File: config.mk
export PLATFORM = sky130hd
export DESIGN_NAME = cse_back
export DESIGN_NICKNAME = d
export VERILOG_FILES = /design/src/cse_pkg.sv /design/src/cse_back.sv
export SDC_FILE = /design/constraint.sdc
export NUM_CORES = 1
export LEC_CHECK = 0
export ABC_AREA = 1
export BUFFER_PORTS_ARGS = -buffer_cell sky130_fd_sc_hd__buf_2
export CAP_MARGIN = 40
export CORE_MARGIN = 2
export CORE_UTILIZATION = 55
export CTS_BUF_LIST = sky130_fd_sc_hd__clkbuf_8
export DETAILED_ROUTE_END_ITERATION = 7
export GPL_ROUTABILITY_DRIVEN = 0
export PLACE_DENSITY = 0.84
export SYNTH_ARGS = -nofsm -noshare
export SYNTH_HDL_FRONTEND = slang
export SYNTH_SLANG_ARGS = --single-unit
export TNS_END_PERCENT = 20
File: constraint.sdc
create_clock -name i_clk -period 5 [get_ports i_clk]
set_input_delay 0.25 -clock i_clk [delete_from_list [all_inputs] [get_ports i_clk]]
set_output_delay 0.25 -clock i_clk [all_outputs]
set_load 0.01 [all_outputs]
File: src/cse_pkg.sv
`timescale 1ns / 1ps

package cse_pkg;

    localparam int PIX_W        = 8;
    localparam int GRAD_W       = 11;
    localparam int CFG_DATA_W   = 13;
    localparam int CFG_IDX_W    = 1;
    localparam int IMG_W_W      = 12;
    localparam int IMG_H_W      = 13;
    localparam int ROW_W        = 12;
    localparam int DIM_MIN      = 3;
    localparam int HEIGHT_MAX   = 4096;
    localparam int WIDTH_RESET  = 640;
    localparam int HEIGHT_RESET = 480;
    localparam int WIN_EDGE     = 2;
    localparam int MAG_MAX      = 255;
    localparam int QUEUE_DEPTH  = 4;
    localparam int QPTR_W       = $clog2(QUEUE_DEPTH);
    localparam int QCNT_W       = QPTR_W + 1;

    typedef enum logic [CFG_IDX_W-1:0] {
        CFG_IMAGE_WIDTH  = 1'b0,
        CFG_IMAGE_HEIGHT = 1'b1
    } t_cfg_idx;

    typedef struct packed {
        logic signed [GRAD_W-1:0] gx;
        logic signed [GRAD_W-1:0] gy;
        logic                     line_last;
        logic                     frame_last;
    } t_grad;

endpackage

File: src/cse_back.sv
`timescale 1ns / 1ps

module cse_back (
    input  logic                        i_clk,
    input  logic                        i_rst_n,
    input  logic                        i_valid,
    input  cse_pkg::t_grad              i_grad,
    output logic                        o_pop,
    output logic                        o_valid,
    input  logic                        i_ready,
    output logic [cse_pkg::PIX_W-1:0]   o_edge_magnitude,
    output logic                        o_line_last,
    output logic                        o_frame_last
);
    import cse_pkg::*;

    logic [GRAD_W-1:0] abs_x;
    logic [GRAD_W-1:0] abs_y;
    logic [GRAD_W-1:0] mag;
    logic [PIX_W-1:0]  mag_sat;
    logic              r_valid;
    logic [PIX_W-1:0]  r_mag;
    logic              r_line_last;
    logic              r_frame_last;

    always_comb begin
        abs_x   = i_grad.gx[GRAD_W-1] ? GRAD_W'(-i_grad.gx) : GRAD_W'(i_grad.gx);
        abs_y   = i_grad.gy[GRAD_W-1] ? GRAD_W'(-i_grad.gy) : GRAD_W'(i_grad.gy);
        mag     = abs_x + abs_y;
        mag_sat = (mag > GRAD_W'(MAG_MAX)) ? PIX_W'(MAG_MAX) : mag[PIX_W-1:0];
    end

    assign o_pop = i_valid && (!r_valid || i_ready);

    always_ff @(posedge i_clk) begin
        if (!i_rst_n) begin
            r_valid <= 1'b0;
        end else if (o_pop) begin
            r_valid <= 1'b1;
        end else if (i_ready) begin
            r_valid <= 1'b0;
        end
    end

    always_ff @(posedge i_clk) begin
        if (o_pop) begin
            r_mag        <= mag_sat;
            r_line_last  <= i_grad.line_last;
            r_frame_last <= i_grad.frame_last;
        end
    end

    assign o_valid          = r_valid;
    assign o_edge_magnitude = r_mag;
    assign o_line_last      = r_line_last;
    assign o_frame_last     = r_frame_last;

endmodule

== Yosys cells after proc, flatten, opt, wreduce, memory -nomap -nowiden ==
Cells that the tools add are included.

* Bits in registers: 11
* Output and inout port bits: 12
* Word-level logic and storage cells: 16

* $add $sub $neg: 3
* Order comparisons: 1
* Multiplexer cells: 4
* Reductions and logical operators: 4

{| class="wikitable"
|+ Operators with widths
! cell !! count
|-
| 11-bit 2-to-1 mux || 2
|-
| 11-bit negation || 2
|-
| 11-bit adder || 1
|-
| 11-bit by 8-bit greater-than comparator with 1-bit output (second input constant) || 1
|-
| 1-bit 2-to-1 mux || 2
|-
| 2-bit nonzero test || 1
|-
| 1-bit logical AND || 1
|-
| 1-bit zero test || 1
|-
| 1-bit logical OR || 1
|}

== Logic depth before layout (Yosys ltp) ==
* Depth after elaboration: 4
* Depth in mapped cells: 18
* Depth with buffers taken out: 18

== Worst setup path before layout ==
Ideal clock, no wire load.

* Path kind: input to register
* From: input port i_grad[14] (netlist name)
* To: register r_mag[0] (netlist: o_edge_magnitude[0]), data pin
* Setup time: 0.264 ns
* Data arrival time: 2.094 ns
* Required time: 4.736 ns
* Setup slack: 2.642 ns
* Stages on the path: 16
* Path buffers: 0
* Path through: inv_1 > ha_1 > inv_1 > nor3_2 > nand2_1 > o21ai_0 > xor2_1 > ha_1 > nand2_1 > inv_1 > a21oi_1 > nand3_1 > nand2_1 > nand2_2 > nor2_4 > nand3_1

* Longest elaborated chain between the ends: 4

{| class="wikitable"
|+ RTL lines
! item !! RTL line !! source
|-
| start: declaration || cse_back.sv:7 || <nowiki>input cse_pkg::t_grad i_grad,</nowiki>
|-
| 11-bit negation || cse_back.sv:27 || <nowiki>abs_x = i_grad.gx[GRAD_W-1] ? GRAD_W'(-i_grad.gx) : GRAD_W'(i_grad.gx);</nowiki>
|-
| 11-bit 2-to-1 mux (*) || cse_back.sv:27 ||
|-
| 11-bit adder (*) || cse_back.sv:29 || <nowiki>mag = abs_x + abs_y;</nowiki>
|-
| 11-bit by 8-bit greater-than comparator with 1-bit output (*) || cse_back.sv:30 || <nowiki>mag_sat = (mag > GRAD_W'(MAG_MAX)) ? PIX_W'(MAG_MAX) : mag[PIX_W-1:0];</nowiki>
|-
| end signal: assignment || cse_back.sv:47 || <nowiki>r_mag <= mag_sat;</nowiki>
|-
| end: declaration || cse_back.sv:22 || <nowiki>logic [PIX_W-1:0] r_mag;</nowiki>
|}

Mark *: on every way between the ends. The rest lies on a longest branch, timed or not.
A chain may end at the register's enable or synchronous reset.

== Worst setup path in the final report ==
* From: input port i_grad[14] (netlist name)
* To: register r_mag[4] (netlist: o_edge_magnitude[4]), data pin

* Longest elaborated chain between the ends: 4

{| class="wikitable"
|+ RTL lines
! item !! RTL line
|-
| 11-bit negation || cse_back.sv:27
|-
| 11-bit 2-to-1 mux (*) || cse_back.sv:27
|-
| 11-bit adder (*) || cse_back.sv:29
|-
| 11-bit by 8-bit greater-than comparator with 1-bit output || cse_back.sv:30
|}

Marks and branches as above.

==> run summary <==
placed inst area - 0.00165 mm2
Clock transition at path regs - 50 ps
clock latency on the worst-skew pair - 230 ps
Synth warnings - 0
clk sinks - 11
Gate Count Post-Synth - 205
outcome - finished, final reports clean
clock root cell - clkbuf_8
hold_ws - 191 ps
# fillers - 216
Wirelength per Cell - 9.87 um
Final Hold Viols - 0
Max Clock Skew - 0.721 ps
number of gates resized after cts - 0
non-filler cells, final - 278
Die Width - 54.9 um
Final Cell Area - 0.00170 mm2
relative slew slack - 76.8%
Cells after DPL - 273
CP Launch Point - i_grad[14]
share of the synthesized area in the top cell type - 21.1%
DRT iter0 DRCs - 36
crit path DAT - 2440 ps
Hold Path Class - in -> reg
Clock Tree Buf Depth - 2
power density over the cells - 244 mW/mm2
Row Count - 18
vias per inst - 4.90
core area - 0.00245 mm2
first drt pass iteration count - 4
largest net degree at the start of global routing - 12
die area - 0.00301 mm2
Detailed Route WL - 2750 um
DRC Markers - 0
CTS tree - built
Port Buffers - 39
share of cells above drive strength 1 - 25.4%
hold path start - i_grad[1]
number of CTS-inserted buffers - 3
Post-CTS Setup Repair Bufs - 0
Vias - 1363
Unique masters post-synth - 27
final slew viol count - 0
most numerous cell in the Yosys netlist - nand2_1
I/O pin count - 40
Post-synth top flop - edfxtp_1
register bit total from synthesis - 11
Sum Neg Setup Slack - 0 ps
Total GRT Usage - 21.0%
Slew @ Worst Pin - 348 ps
crit path time final - 2470 ps
final core occ - 69.4%
crit path max fanout - 8
RSZ-0062 raised after global routing - no
GR Overflow Total - 0
startpoint type of the worst setup path - input port
EDFF count, synth - 10
H-tree levels - 1
nets - 290
maximum clock rate - 405 MHz
peak supply drop - 0.000176 V
Hold Buf Count CTS - 0
CP required - 4970 ps
first-pass GRT wire length - 4510 um
Initial Util - 58.0%
Syn Area/Cell - 6.95 um2
Critical Path Sink Type - flop
initial antenna violation count - 0
antenna diode count - 0
sequential share of the synthesized area - 22.5%
Leak Pwr - 0.000886 uW
Post-synth ARST share - 0%
Detail Placement HPWL - 2400 um
mapped cell area - 0.00142 mm2
Synth area leaders - edfxtp_1 (21%), nand2_1 (12%), ha_1 (11%)
Final Cycle Share - 49.4%
synth cell count leaders - nand2_1 (46), inv_1 (36), nand3_1 (15), nor2_1 (14), xor2_1 (14)
MaxCap Viol Count - 0
critical path class - in -> reg
Setup violations, final - 0
DRT antenna net count - 0
Yosys top cell by area - edfxtp_1
worst r2r src - o_valid$_SDFFE_PN0P_
vias in the first global route - 1146
Net Count, Synth - 246
die height - 54.9 um
Layout area overhead - 19.7%
## layout make-up
cell class / count / area (um2) / share of cell area, %
well taps: 30 / 37.5 / 2.20
repair buffers: 40 / 203 / 11.9
clock inverters: 1 / 3.75 / 0.220
multi-input cells: 153 / 948 / 55.7
inverters: 40 / 150 / 8.81
flip-flops and latches: 11 / 320 / 18.8
clock buffers: 3 / 41.3 / 2.42
## path summary, 6_finish.rpt
check                                       to  slack, ps  cells after the start
max          o_edge_magnitude[4]$_SDFFCE_PN1P_       2530                     17
min reg2reg               o_valid$_SDFFE_PN0P_        480                      2
max reg2reg  o_edge_magnitude[7]$_SDFFCE_PN1P_       3840                      2
min                      o_line_last$_DFFE_PP_        190                      1
## sequential cells by signal, indices dropped and copies added (netlist names)
signal	cells
o_edge_magnitude	8
o_frame_last	1
o_line_last	1
o_valid	1
## layout by cell type, fill, tap and decap left out, types with 2 or more instances in the layout
cell and count:
xor2_1 14, nand4_1 4, ha_1 12, inv_1 37, xnor2_1 8, a21oi_1 11
clkbuf_8 3, nand2_1 46, nor2_4 2, edfxtp_1 10, nand3_2 2, inv_2 4
nor2_2 5, nand3_1 15, nand2_2 4, nor2_1 14, o21ai_0 7, buf_2 39
## stage by stage
stage,power [uW],setup WS [ps]
finish,416,2530
global route,456,2250
CTS,418,2540
detailed placement,334,2300
global placement,330,2350
floorplan,282,2640
## routing by layer
metal | GRT usage (%) | wire [um] | vias up | part of all wire (%)
met5 | 0 | 0 | - | 0
met4 | 9.17 | 14 | 0 | 0.51
met3 | 2.19 | 138 | 2 | 5.0
met2 | 39.9 | 1380 | 41 | 50
met1 | 22.9 | 1220 | 581 | 44
li1 | - | - | 739 | -
## cell families (layout without fill, tap and decap cells)
family	Yosys count	in the layout	synth area share, %
simple gates	97	97	33.3
buf+inv	41	84	10.9
xor+xnor	22	22	13.5
compound gates	21	21	7.82
fa+ha+maj	13	13	12.0
flops	11	11	22.5
## power breakdown
| group | internal, uW | leakage (uW) | switching, uW |
|---|---|---|---|
| combinational | 86.0 | 0.000766 | 130 |
| sequential | 115 | 0.0000932 | 1.97 |
| clock | 53.6 | 0.0000269 | 29.9 |
| total | 254 | 0.000886 | 162 |
## worst max-delay path: stages
cell and delay, ps:
buf_2 90, inv_1 90, ha_1 150, inv_1 50
nor3_2 180, nand2_1 110, o21ai_0 200, xor2_1 190
ha_1 300, nand2_1 110, inv_1 40, a21oi_1 190
nand3_1 100, nand2_1 80, nand2_2 60, nor2_4 160
nand3_1 110
Power figures use the tool's default switching activity.
