<file path="src/cse_pkg.sv">
`timescale 1ns / 1ps

package cse_pkg;

    localparam int PIX_W        = 8;
    localparam int GRAD_W       = 11;
    localparam int CFG_DATA_W   = 13;
    localparam int CFG_IDX_W    = 1;
    localparam int IMG_W_W      = 12;
    localparam int IMG_H_W      = 13;
    localparam int ROW_W        = 12;
    localparam int DIM_MIN      = 3;
    localparam int HEIGHT_MAX   = 4096;
    localparam int WIDTH_RESET  = 640;
    localparam int HEIGHT_RESET = 480;
    localparam int WIN_EDGE     = 2;
    localparam int MAG_MAX      = 255;
    localparam int QUEUE_DEPTH  = 4;
    localparam int QPTR_W       = $clog2(QUEUE_DEPTH);
    localparam int QCNT_W       = QPTR_W + 1;

    typedef enum logic [CFG_IDX_W-1:0] {
        CFG_IMAGE_WIDTH  = 1'b0,
        CFG_IMAGE_HEIGHT = 1'b1
    } t_cfg_idx;

    typedef struct packed {
        logic signed [GRAD_W-1:0] gx;
        logic signed [GRAD_W-1:0] gy;
        logic                     line_last;
        logic                     frame_last;
    } t_grad;

endpackage

</file>
<file path="src/cse_queue.sv">
`timescale 1ns / 1ps

module cse_queue (
    input  logic                        i_clk,
    input  logic                        i_rst_n,
    input  logic                        i_push,
    input  cse_pkg::t_grad              i_data,
    input  logic                        i_pop,
    output logic                        o_valid,
    output cse_pkg::t_grad              o_data,
    output logic [cse_pkg::QCNT_W-1:0]  o_count
);
    import cse_pkg::*;

    t_grad             r_mem [QUEUE_DEPTH];
    logic [QPTR_W-1:0] r_wptr;
    logic [QPTR_W-1:0] r_rptr;
    logic [QCNT_W-1:0] r_count;
    logic              pop_ok;

    assign pop_ok = i_pop && (r_count != '0);

    always_ff @(posedge i_clk) begin
        if (i_push) begin
            r_mem[r_wptr] <= i_data;
        end
    end

    always_ff @(posedge i_clk) begin
        if (!i_rst_n) begin
            r_wptr  <= '0;
            r_rptr  <= '0;
            r_count <= '0;
        end else begin
            if (i_push) begin
                r_wptr <= r_wptr + QPTR_W'(1);
            end
            if (pop_ok) begin
                r_rptr <= r_rptr + QPTR_W'(1);
            end
            if (i_push && !pop_ok) begin
                r_count <= r_count + QCNT_W'(1);
            end else if (!i_push && pop_ok) begin
                r_count <= r_count - QCNT_W'(1);
            end
        end
    end

    assign o_valid = r_count != '0;
    assign o_data  = r_mem[r_rptr];
    assign o_count = r_count;

endmodule

</file>
<file path="config.mk">
export PLATFORM = sky130hd
export DESIGN_NAME = cse_queue
export DESIGN_NICKNAME = d
export VERILOG_FILES = /design/src/cse_pkg.sv /design/src/cse_queue.sv
export SDC_FILE = /design/constraint.sdc
export NUM_CORES = 1
export LEC_CHECK = 0
export BUFFER_PORTS_ARGS = -buffer_cell sky130_fd_sc_hd__buf_4
export CORE_MARGIN = 5
export CORE_UTILIZATION = 45
export DETAILED_ROUTE_END_ITERATION = 6
export PLACE_DENSITY_LB_ADDON = 0.3
export SLEW_MARGIN = 20
export SYNTH_ARGS = -nofsm -noshare
export SYNTH_HDL_FRONTEND = slang
export SYNTH_SLANG_ARGS = --single-unit
</file>
<file path="constraint.sdc">
create_clock -name i_clk -period 3.37 [get_ports i_clk]
set_input_delay 0.337 -clock i_clk [delete_from_list [all_inputs] [get_ports i_clk]]
set_output_delay 0.337 -clock i_clk [all_outputs]
set_load 0.02 [all_outputs]
</file>
---- Word-level counts from Yosys, hierarchy flattened ----
Memory sizes are Yosys's and may differ from the RTL's. A register that Yosys moved wholly into a read port is not among the register bits.
Index checks and enable logic that the tools add are counted.
storage, ports and cells
  register bits after elaboration ......... 7
  RAM bits ................................ 96
  output and inout bits ................... 28
  memories ................................ 1
operators by class
  $add $sub $neg .......................... 4
  muxes and demuxes ....................... 6
  reduce and logical (&&, ||, !) cells .... 7
memories
  name   words  width  rd ports  clocked after memory_dff  wr ports  RTL line         source
  r_mem  4      24     1         1                         1         cse_queue.sv:15  t_grad r_mem [QUEUE_DEPTH];
operator list
  operator                                                            count
  3-bit 2-to-1 mux                                                    2
  2-bit by 1-bit adder with 2-bit output, second input constant       2
  2-bit 2-to-1 mux                                                    2
  3-bit by 1-bit adder with 3-bit output, second input constant       1
  1-bit logical AND                                                   3
  3-bit nonzero test                                                  1
  3-bit by 1-bit subtractor with 3-bit output, second input constant  1
  1-bit zero test                                                     2
  1-bit 2-to-1 mux                                                    2
  2-bit nonzero test                                                  1

---- Longest topological paths before layout ----
Gate-level depths: netlist of run 1.
  depth in word-level cells ............... 5
  gate-level depth with buffers ........... 7

---- Least setup slack after synthesis of run 1 ----
No wires, ideal clock.
  path type ............................... register -> register
  start ................................... reg r_count[1] (netlist: o_count[1])
  end ..................................... reg r_count[2] (netlist: o_count[2])
  library setup time ...................... 76 ps
  arrival ................................. 1925 ps
  required time ........................... 3294 ps
  path slack .............................. 1369 ps
  stages on the path, launching flop included .. 8
  clock period less this slack ............ 2001 ps
  cells stage by stage .................... dfxtp_1 o31ai_4 ha_1 inv_1 fa_1 xor2_1 or3_1 a21boi_0
on the way
  longest elaborated chain between the ends .. 5
  elaborated cells between the ends (all ways) .. 10
  those cells by class .................... 2 x add/sub; 2 x mux; 6 x reduce/logical
ends and longest elaborated chain
  item                                                                                                 RTL line         source
  start, declared                                                                                      cse_queue.sv:18  logic [QCNT_W-1:0] r_count;
  start signal, assigned                                                                               cse_queue.sv:42  r_count <= r_count + QCNT_W'(1);
  start signal, assigned                                                                               cse_queue.sv:44  r_count <= r_count - QCNT_W'(1);
  parallel branches: the longest is 5 deep, another holds 3-bit by 1-bit subtractor with 3-bit output  n/a
Parallel ways; which one is timed is not known. The select of a mux whose other input is x is not followed.
A chain may end at the register's enable or synchronous reset.

==> results of run 1 <==
per-layer routing:
metal,track usage (%),share of wire (%)
met5,0,0
met2,20.0,53
met1,14.8,41
met4,5.55,1.3
met3,3.04,4.3
logic make-up (layout without fill, tap and decap cells):
family                     count (synthesis)  count (layout)  synth area share [%]
DFF                                      105             105                  77.1
muxes                                     26              26                  14.5
and+or+nand+nor                           13              13                  2.05
buffers and inverters                      9              79                  1.92
adders and majority gates                  6               6                  2.08
xor gates and xnor gates                   5               5                  1.10
AOI/OAI and AO/OA                          4               4                  1.26
stage by stage:
stage	hold WS (ps)	instance area (um2)	util, %	instances
floorplan	436	3970	-	168
global placement	539	4490	51.8	330
detailed placement	543	4490	51.8	330
CTS	155	4680	53.9	346
global route	151	4680	53.9	346
finish	175	4680	53.9	346
cells in the mapped netlist:
cell	instances
o21ai_0	1
inv_1	3
ha_1	5
buf_12	2
xor2_1	2
and2_1	9
or3_1	2
buf_2	2
edfxtp_1	96
mux4_2	20
o311ai_2	1
xnor2_1	3
a21boi_0	1
clkbuf_1	1
nor2b_1	2
mux2i_1	2
dfxtp_1	9
fa_1	1
buf_6	1
mux4_1	4
o31ai_4	1
worst max path at each step:
| stage | from | endpoint | slack, ps | cells past startpoint |
|---|---|---|---|---|
| 2_1_floorplan | o_count[1] | o_count[2] | 1370 | 7 |
| 3_3_place_gp | flip-flop | o_data[13] | 1290 | 2 |
| 3_5_place_dp | flip-flop | o_data[21] | 1270 | 2 |
| 4_1_cts | flip-flop | o_data[21] | 870 | 2 |
| 5_1_grt | flip-flop | o_data[15] | 780 | 2 |
| 6_report | flip-flop | o_data[15] | 950 | 2 |
cell type report:
type | count | area (um2) | share of cell area [%]
tap | 108 | 135 | 2.89
clock inverter | 7 | 61.3 | 1.31
sequential | 105 | 3060 | 65.5
clock buffer | 9 | 124 | 2.65
inverter | 3 | 11.3 | 0.241
timing repair buffer | 60 | 450 | 9.63
multi-input combinational | 54 | 833 | 17.8
sequential cells by signal (all words and copies together) (netlist names), named ones only:
register	flops
r_wptr	2
r_rptr	2
r_mem	96
o_count	3
power by group through the flow:
stage / combinational, W / clock [W] / sequential [W]
after floorplan: 0.000646 / 0 / 0.00160
after global placement: 0.000831 / 0 / 0.00167
after detailed placement: 0.000836 / 0 / 0.00167
after CTS: 0.000838 / 0.000728 / 0.00164
after global routing: 0.000881 / 0.000781 / 0.00166
final: 0.000821 / 0.000706 / 0.00164
cell usage in the layout, fill, tap and decap left out:
cell type / netlist / final
clkbuf_8: 0 / 9
clkinvlp_4: 0 / 1
fa_1: 1 / 1
o21ai_0: 1 / 1
o311ai_2: 1 / 1
o31ai_4: 1 / 1
inv_6: 0 / 1
inv_1: 3 / 3
xor2_1: 2 / 2
mux4_2: 20 / 20
clkinv_2: 0 / 1
xnor2_1: 3 / 3
buf_4: 0 / 60
mux2i_1: 2 / 2
a21boi_0: 1 / 1
clkinv_4: 0 / 2
edfxtp_1: 96 / 96
nor2b_1: 2 / 2
mux4_1: 4 / 4
dfxtp_2: 0 / 1
ha_1: 5 / 5
or3_1: 2 / 2
and2_1: 9 / 9
inv_8: 0 / 2
dfxtp_1: 9 / 8
==> results.yml, run 1 <==
global_route:
  grt_pass1_wl_um: 10100
  track_usage_pct: 12.1
  grt_start_max_net_pins: 25
  antenna_found_initial: 0
  grt_pass1_vias: 1854
  grt_overflow: 0
die:
  die-width_um: 104
  fp.coreArea_um2: 8680
  die-area_um2: 10800
  start_util_pct: 45.8
  rows: 34
  die_y_um: 104
  io_pins: 56
sta:
  fin_crit_ps: 2420
  rsz0062_at_grt: "false"
  hold_viol_final: 0
  finalCritPeriodShare_pct: 71.8
  worst_pin_slew_ps: 860
  max_freq_mhz: 413
  setup_viol: 0
  relSlewSlack_pct: 42.7
  tns_ps: 0
  slew_viol_final: 0
  setup_ws_ps: 952
  fin_skew_ps: 9.31
power_and_ir_drop:
  power_switching_w: 0.000924
  internal_power_w: 0.00224
  power_leakage_nw: 1.61
  peakVddDrop_mv: 0.345
  swShare_pct: 29.2
  powerDensity_nw_per_um2: 676
  finalPower_w: 0.00316
  p_clk_share_pct: 22.3
  pwr-share-comb_pct: 26.0
  sequentialPowerShare_pct: 51.7
synthesis:
  syn_inst: 168
  synth_warnings: 0
  avgSynthCellArea_um2: 23.6
  synth-seq-area-share_pct: 77.1
  synth_top_area_share_pct: 72.6
  synth_area_leader_cell: "edfxtp_1"
  synth.area.top_cells: "edfxtp_1, mux4_2, dfxtp_1"
  ys_ff_latch: 105
  synth_nets: 202
  synth_area_um2: 3970
  yosysUniqueCellTypes: 21
critical_path:
  rr_worst_depth: 7
  criticalPathCategory: "reg2out"
  worstSetupStartpointType: "flip-flop"
  r2r_end: "o_count[2]"
  path_max_fanout: 24
  slowest_delay_ps: 900
  end_kind: "output pin"
  r2r_start: "o_count[1]"
  required_ps: 3030
  rrSetupSlack_ps: 1330
  critPathSlowestCell: "dfxtp_2"
  crit_arrival_ps: 2080
  path_cells: "mux4_1 -> buf_4"
  critical_path.top_delay_family: "flip-flops"
  path_buf_inv: 1
detailed_routing:
  wire_per_inst_um: 17.9
  wirelength_um: 6200
  via_count: 1765
  vias_per_cell: 5.10
  ant_nets: 0
  drtIter0Drc: 57
  drc_errors: 0
  first_pass_iters: 4
placed_design:
  place_ws_ps: 1270
  numPortBuffers: 55
  hpwlAfterDp_um: 4080
  gp_congestion: 0.686
min_path:
  min_to: "r_mem[2][16]"
  min_path_type: "in2reg"
  min-delay-start: "i_data[16]"
  hold_depth: 1
clocking:
  htreeDepth: 3
  cts.repair.resized: 0
  hold_buffers: 0
  clock_latency_ps: 360
  cts_buffer_depth: 2
  cts_tree: "done"
  root_buffer: "clkbuf_8"
  clock_sinks: 105
  cts.clk_slew.worst_paths_ps: 100
  numCtsBuffers: 9
  cts_setup_buffers: 0
flow_run:
  drv_cap: 0
finish:
  n_antenna_cell: 0
  drive_above_1_share_pct: 41.6
  fill_cells: 687
  nets: 267
  area_growth_pct: 17.8
status:
  status: "finished clean"
Note: power is estimated with default switching activity, not from simulation.
==> inputs of run 2 (changes only) <==
Settings changed: ABC_AREA set to 1.
Clock period 3.37 ns to 2.1 ns, I/O delays scaled along.
==> results.yml, run 2 <==
clocking:
  cts.repair.resized: 0
  hold_buffers: 0
  root_buffer: "clkbuf_8"
  clock_latency_ps: 360
  cts.clk_slew.worst_paths_ps: 90
  cts_buffer_depth: 2
  cts_tree: "done"
  clock_sinks: 105
  cts_setup_buffers: 0
  numCtsBuffers: 9
  htreeDepth: 3
detailed_routing:
  drc_errors: 0
  via_count: 2420
  wire_per_inst_um: 16.1
  drtIter0Drc: 65
  ant_nets: 0
  vias_per_cell: 5.13
  wirelength_um: 7610
  first_pass_iters: 5
sta:
  setup_viol: 0
  max_freq_mhz: 564
  rsz0062_at_grt: "false"
  tns_ps: 0
  fin_skew_ps: 8.67
  finalCritPeriodShare_pct: 84.4
  hold_viol_final: 0
  slew_viol_final: 0
  relSlewSlack_pct: 71.2
  worst_pin_slew_ps: 432
  fin_crit_ps: 1770
finish:
  drive_above_1_share_pct: 34.1
  nets: 391
  final_cell_mix: "edfxtp_1, buf_4, o21ai_0"
  largest_register_ffs: 96
  stdcell_count: 472
  fin_util_pct: 54.2
  final_common_cell: "edfxtp_1"
  regMostFlops: "r_mem"
  area_growth_pct: 18.6
  n_antenna_cell: 0
critical_path:
  path_cells: "inv_2 -> buf_4 -> o21ai_0 -> o22ai_2 -> buf_4"
  end_kind: "output pin"
  required_ps: 1890
  slowest_delay_ps: 340
  worstSetupStartpointType: "flip-flop"
  path_buf_inv: 3
  critical_path.top_delay_family: "buffers and inverters"
  path_max_fanout: 28
  critPathSlowestCell: "dfxtp_2"
  criticalPathCategory: "reg2out"
  cp_common_cell: "buf_4"
  crit_arrival_ps: 1560
flow_run:
  drv_cap: 0
synthesis:
  ys.flop_type: "edfxtp_1"
  synth-seq-area-share_pct: 73.2
  synth_warnings: 0
  synth.area.top_cells: "edfxtp_1, o22ai_2, o21ai_0"
  yosysUniqueCellTypes: 20
  yosysMostFrequentCell: "edfxtp_1"
  synthTopCellsByCount: "edfxtp_1, o21ai_0, nor2_1"
  synth_nets: 328
  syn_inst: 294
  synth_top_area_share_pct: 68.9
  synth_area_um2: 4180
  avgSynthCellArea_um2: 14.2
  synthArstFlopShare_pct: 0
  synth_edf_count: 96
  synth_area_leader_cell: "edfxtp_1"
  ys_ff_latch: 105
die:
  io_pins: 56
  fp.coreArea_um2: 9150
  die-width_um: 106
  die_y_um: 106
  rows: 35
  die-area_um2: 11300
  start_util_pct: 45.7
min_path:
  min_path_type: "in2reg"
global_route:
  grt_pass1_vias: 2433
  grt_start_max_net_pins: 29
  grt_overflow: 0
  track_usage_pct: 13.9
  antenna_found_initial: 0
  grt_pass1_wl_um: 12000
power_and_ir_drop:
  peakVddDrop_mv: 0.780
  finalPower_w: 0.00557
  power_leakage_nw: 1.81
  powerDensity_nw_per_um2: 1120
placed_design:
  dp.cells: 457
  numPortBuffers: 55
  gp_congestion: 0.744
  hpwlAfterDp_um: 4730
status:
  status: "finished clean"
[run 2: cell count changes after synthesis, moves of 4 or more]
cell     change
and2_1       -9
inv_1       +11
buf_2        +7
mux4_2      -20
a21oi_1      +5
o21ai_0     +46
nor2_1      +34
o21ai_1      +4
nor2_2      +20
nand2_1     +15
o22ai_1      +4
mux4_1       -4
o22ai_2     +20
[run 2: final timing paths]
check / startpoint / endpoint / slack [ps] / depth (start not counted)
max reg2reg: o_count[0] / o_count[2] / 350 / 10
max: flip-flop / o_data[3] / 330 / 5
min: i_data[22] / r_mem[1][22] / 40 / 1
min reg2reg: r_rptr[0] / r_rptr[0] / 530 / 2
[run 2: cell type report]
cell class / instances / area, um2
inverter: 16 / 60.1
fill: 739 / 4190
sequential: 105 / 3060
tap: 111 / 139
clock buffer: 9 / 124
timing repair buffer: 66 / 495
clock inverter: 6 / 108
multi-input combinational: 159 / 971
[run 2: cell families (layout without fill, tap and decap cells)]
group / after synthesis / count (layout) / synth area share (%)
flip-flops: 105 / 105 / 73.2
AND/OR/NAND/NOR: 72 / 72 / 7.74
adder cells (fa/ha/maj): 6 / 6 / 1.97
buffers and inverters: 30 / 97 / 3.59
AO/OA/AOI/OAI: 80 / 80 / 13.3
XOR/XNOR: 1 / 1 / 0.209
[run 2: stage by stage]
stage | hold WS, ps | setup slack (ps) | instance area, um2
finish | 43.6 | 327 | 4960
global route | 20.8 | 189 | 4960
CTS | 28.1 | 285 | 4960
detailed placement | 412 | 365 | 4730
global placement | 412 | 435 | 4730
floorplan | 309 | 221 | 4180
[run 2: metal layers]
metal	wire length [um]	global-route usage (%)	up-vias
met5	0	0	-
met4	77	5.30	0
met3	467	4.68	10
met2	3750	23.8	53
met1	3320	16.3	1163
li1	-	-	1194
[run 2: power breakdown]
part           total [W]  leakage [nW]  switching (W)  internal [W]
logic            0.00169         0.738        0.00104      0.000652
clock network    0.00140         0.117       0.000623      0.000781
registers        0.00247         0.956      0.0000619       0.00241
total            0.00557          1.81        0.00173       0.00385
[run 2: worst reg2reg max path, cell delays in order, from the launching register on]
cell and delay [ps]:
dfxtp_1 370, nor2_1 100, nand2_1 110, nand2_1 120, ha_1 180, inv_1 70, fa_1 380, nand2_1 80
nand3_1 100, nor2_1 100, nor2_1 50
==> inputs of run 3 (changes only) <==
Clock period 2.1 ns to 1.7 ns, I/O delays scaled along.
==> results.yml, run 3 (synthesis gave the netlist of run 2 again) <==
global_route:
  antenna_found_initial: 0
  track_usage_pct: 14.2
  grt_pass1_vias: 2447
  grt_overflow: 0
  grt_pass1_wl_um: 12300
  grt_start_max_net_pins: 27
finish:
  nets: 418
  final_common_cell: "edfxtp_1"
  area_growth_pct: 25.9
  stdcell_count: 500
  drive_above_1_share_pct: 36.8
  final_cell_mix: "edfxtp_1, buf_4, o21ai_0"
  largest_register_ffs: 96
  seq_area_um2: 3070
  regMostFlops: "r_mem"
  multi_input_area_um2: 1000
  fill_cells: 723
  n_antenna_cell: 0
die:
  io_pins: 56
  fp.coreArea_um2: 9150
  die-width_um: 106
  die-area_um2: 11300
  start_util_pct: 45.7
  die_y_um: 106
  rows: 35
clocking:
  root_buffer: "clkbuf_8"
  clock_latency_ps: 360
  cts_tree: "done"
  cts.clk_slew.worst_paths_ps: 100
  clock_sinks: 105
  cts_buffer_depth: 2
  numCtsBuffers: 9
  htreeDepth: 3
detailed_routing:
  ant_nets: 0
  first_pass_iters: 4
  wirelength_um: 7880
  vias_per_cell: 5.08
  drtIter0Drc: 72
  via_count: 2541
  wire_per_inst_um: 15.8
  drc_errors: 0
critical_path:
  r2r_start: "o_count[0]"
  rr_worst_depth: 8
  crit_arrival_ps: 1470
  r2r_end: "o_count[1]"
  rrSetupSlack_ps: 90
  end_kind: "output pin"
  criticalPathCategory: "reg2out"
  required_ps: 1530
  path_max_fanout: 26
  worstSetupStartpointType: "flip-flop"
min_path:
  min-delay-start: "i_data[3]"
  min_path_type: "in2reg"
  hold_depth: 1
  min_to: "r_mem[3][3]"
placed_design:
  hpwlAfterDp_um: 4880
  place_ws_ps: 6.98
  dp.cells: 460
  gp_congestion: 0.736
  numPortBuffers: 55
power_and_ir_drop:
  power_switching_w: 0.00230
  pwr-share-comb_pct: 34.9
  internal_power_w: 0.00456
  peakVddDrop_mv: 0.853
  power_leakage_nw: 1.93
  powerDensity_nw_per_um2: 1300
  sequentialPowerShare_pct: 44.9
  p_clk_share_pct: 20.1
  swShare_pct: 33.5
sta:
  fin_crit_ps: 1640
  worst_pin_slew_ps: 316
  finalCritPeriodShare_pct: 96.6
  rsz0062_at_grt: "true"
  fin_skew_ps: 6.54
  hold_viol_final: 0
  max_freq_mhz: 609
  tns_ps: 0
  relSlewSlack_pct: 78.9
  setup_ws_ps: 57.7
  slew_viol_final: 0
  setup_viol: 0
status:
  status: "finished clean"
flow_run:
  drv_cap: 0
-- run 3: power groups by stage --
stage / combinational [W] / sequential [W] / clock (W)
final: 0.00240 / 0.00308 / 0.00138
after CTS: 0.00226 / 0.00308 / 0.00142
after global placement: 0.00213 / 0.00313 / 0
after global routing: 0.00261 / 0.00310 / 0.00152
after floorplan: 0.00136 / 0.00315 / 0
after detailed placement: 0.00216 / 0.00314 / 0
-- run 3: how the worst max path moves through the flow --
stage / cells past startpoint / start / slack [ps] / end
6_report: 5 / flip-flop / 60 / o_data[6]
5_1_grt: 5 / flip-flop / -30 / o_data[6]
4_1_cts: 12 / o_count[1] / 10 / o_count[2]
3_5_place_dp: 12 / o_count[1] / 7 / o_count[2]
3_3_place_gp: 12 / o_count[1] / 60 / o_count[2]
2_1_floorplan: 12 / o_count[1] / 6 / o_count[2]
-- run 3: what timing repair did --
item,4_1_cts,5_1_grt
endpoints found under the setup margin,25,19
pin swaps,0,3
buffers inserted,1,4
resized for setup,8,19
endpoints found under the hold margin,64,7
hold buffers,16,3
-- run 3: cell type report --
| cell class | instances | area share, % |
|---|---|---|
| clock inverters | 7 | 1.02 |
| well taps | 111 | 2.64 |
| repair buffers | 93 | 15.4 |
| inverters | 16 | 1.19 |
| clock buffers | 9 | 2.35 |
| multi-input cells | 159 | 19.0 |
| flip-flops and latches | 105 | 58.4 |
-- run 3: per-stage QoR --
step	power (W)	utilization (%)	area [um2]	hold slack (ps)
after global placement	0.00526	52.4	4800	371
final	0.00686	57.6	5270	13.6
after detailed placement	0.00531	52.4	4800	374
after floorplan	0.00451	-	4190	269
after CTS	0.00676	56.5	5170	0.115
after global routing	0.00724	57.6	5270	1.54
-- run 3: critical path, stage by stage, from the launching register on --
cell	delay (ps)
dfxtp_4	390
inv_2	70
buf_12	160
o21ai_0	210
o22ai_2	110
buf_4	170
-- run 3: routing by layer --
metal / GRT usage [%] / routed length (um) / up-vias
met4: 5.84 / 112 / 0
met1: 17.1 / 3270 / 1236
met3: 3.64 / 401 / 10
met2: 24.1 / 4090 / 44
li1: - / - / 1251
met5: 0 / 0 / -
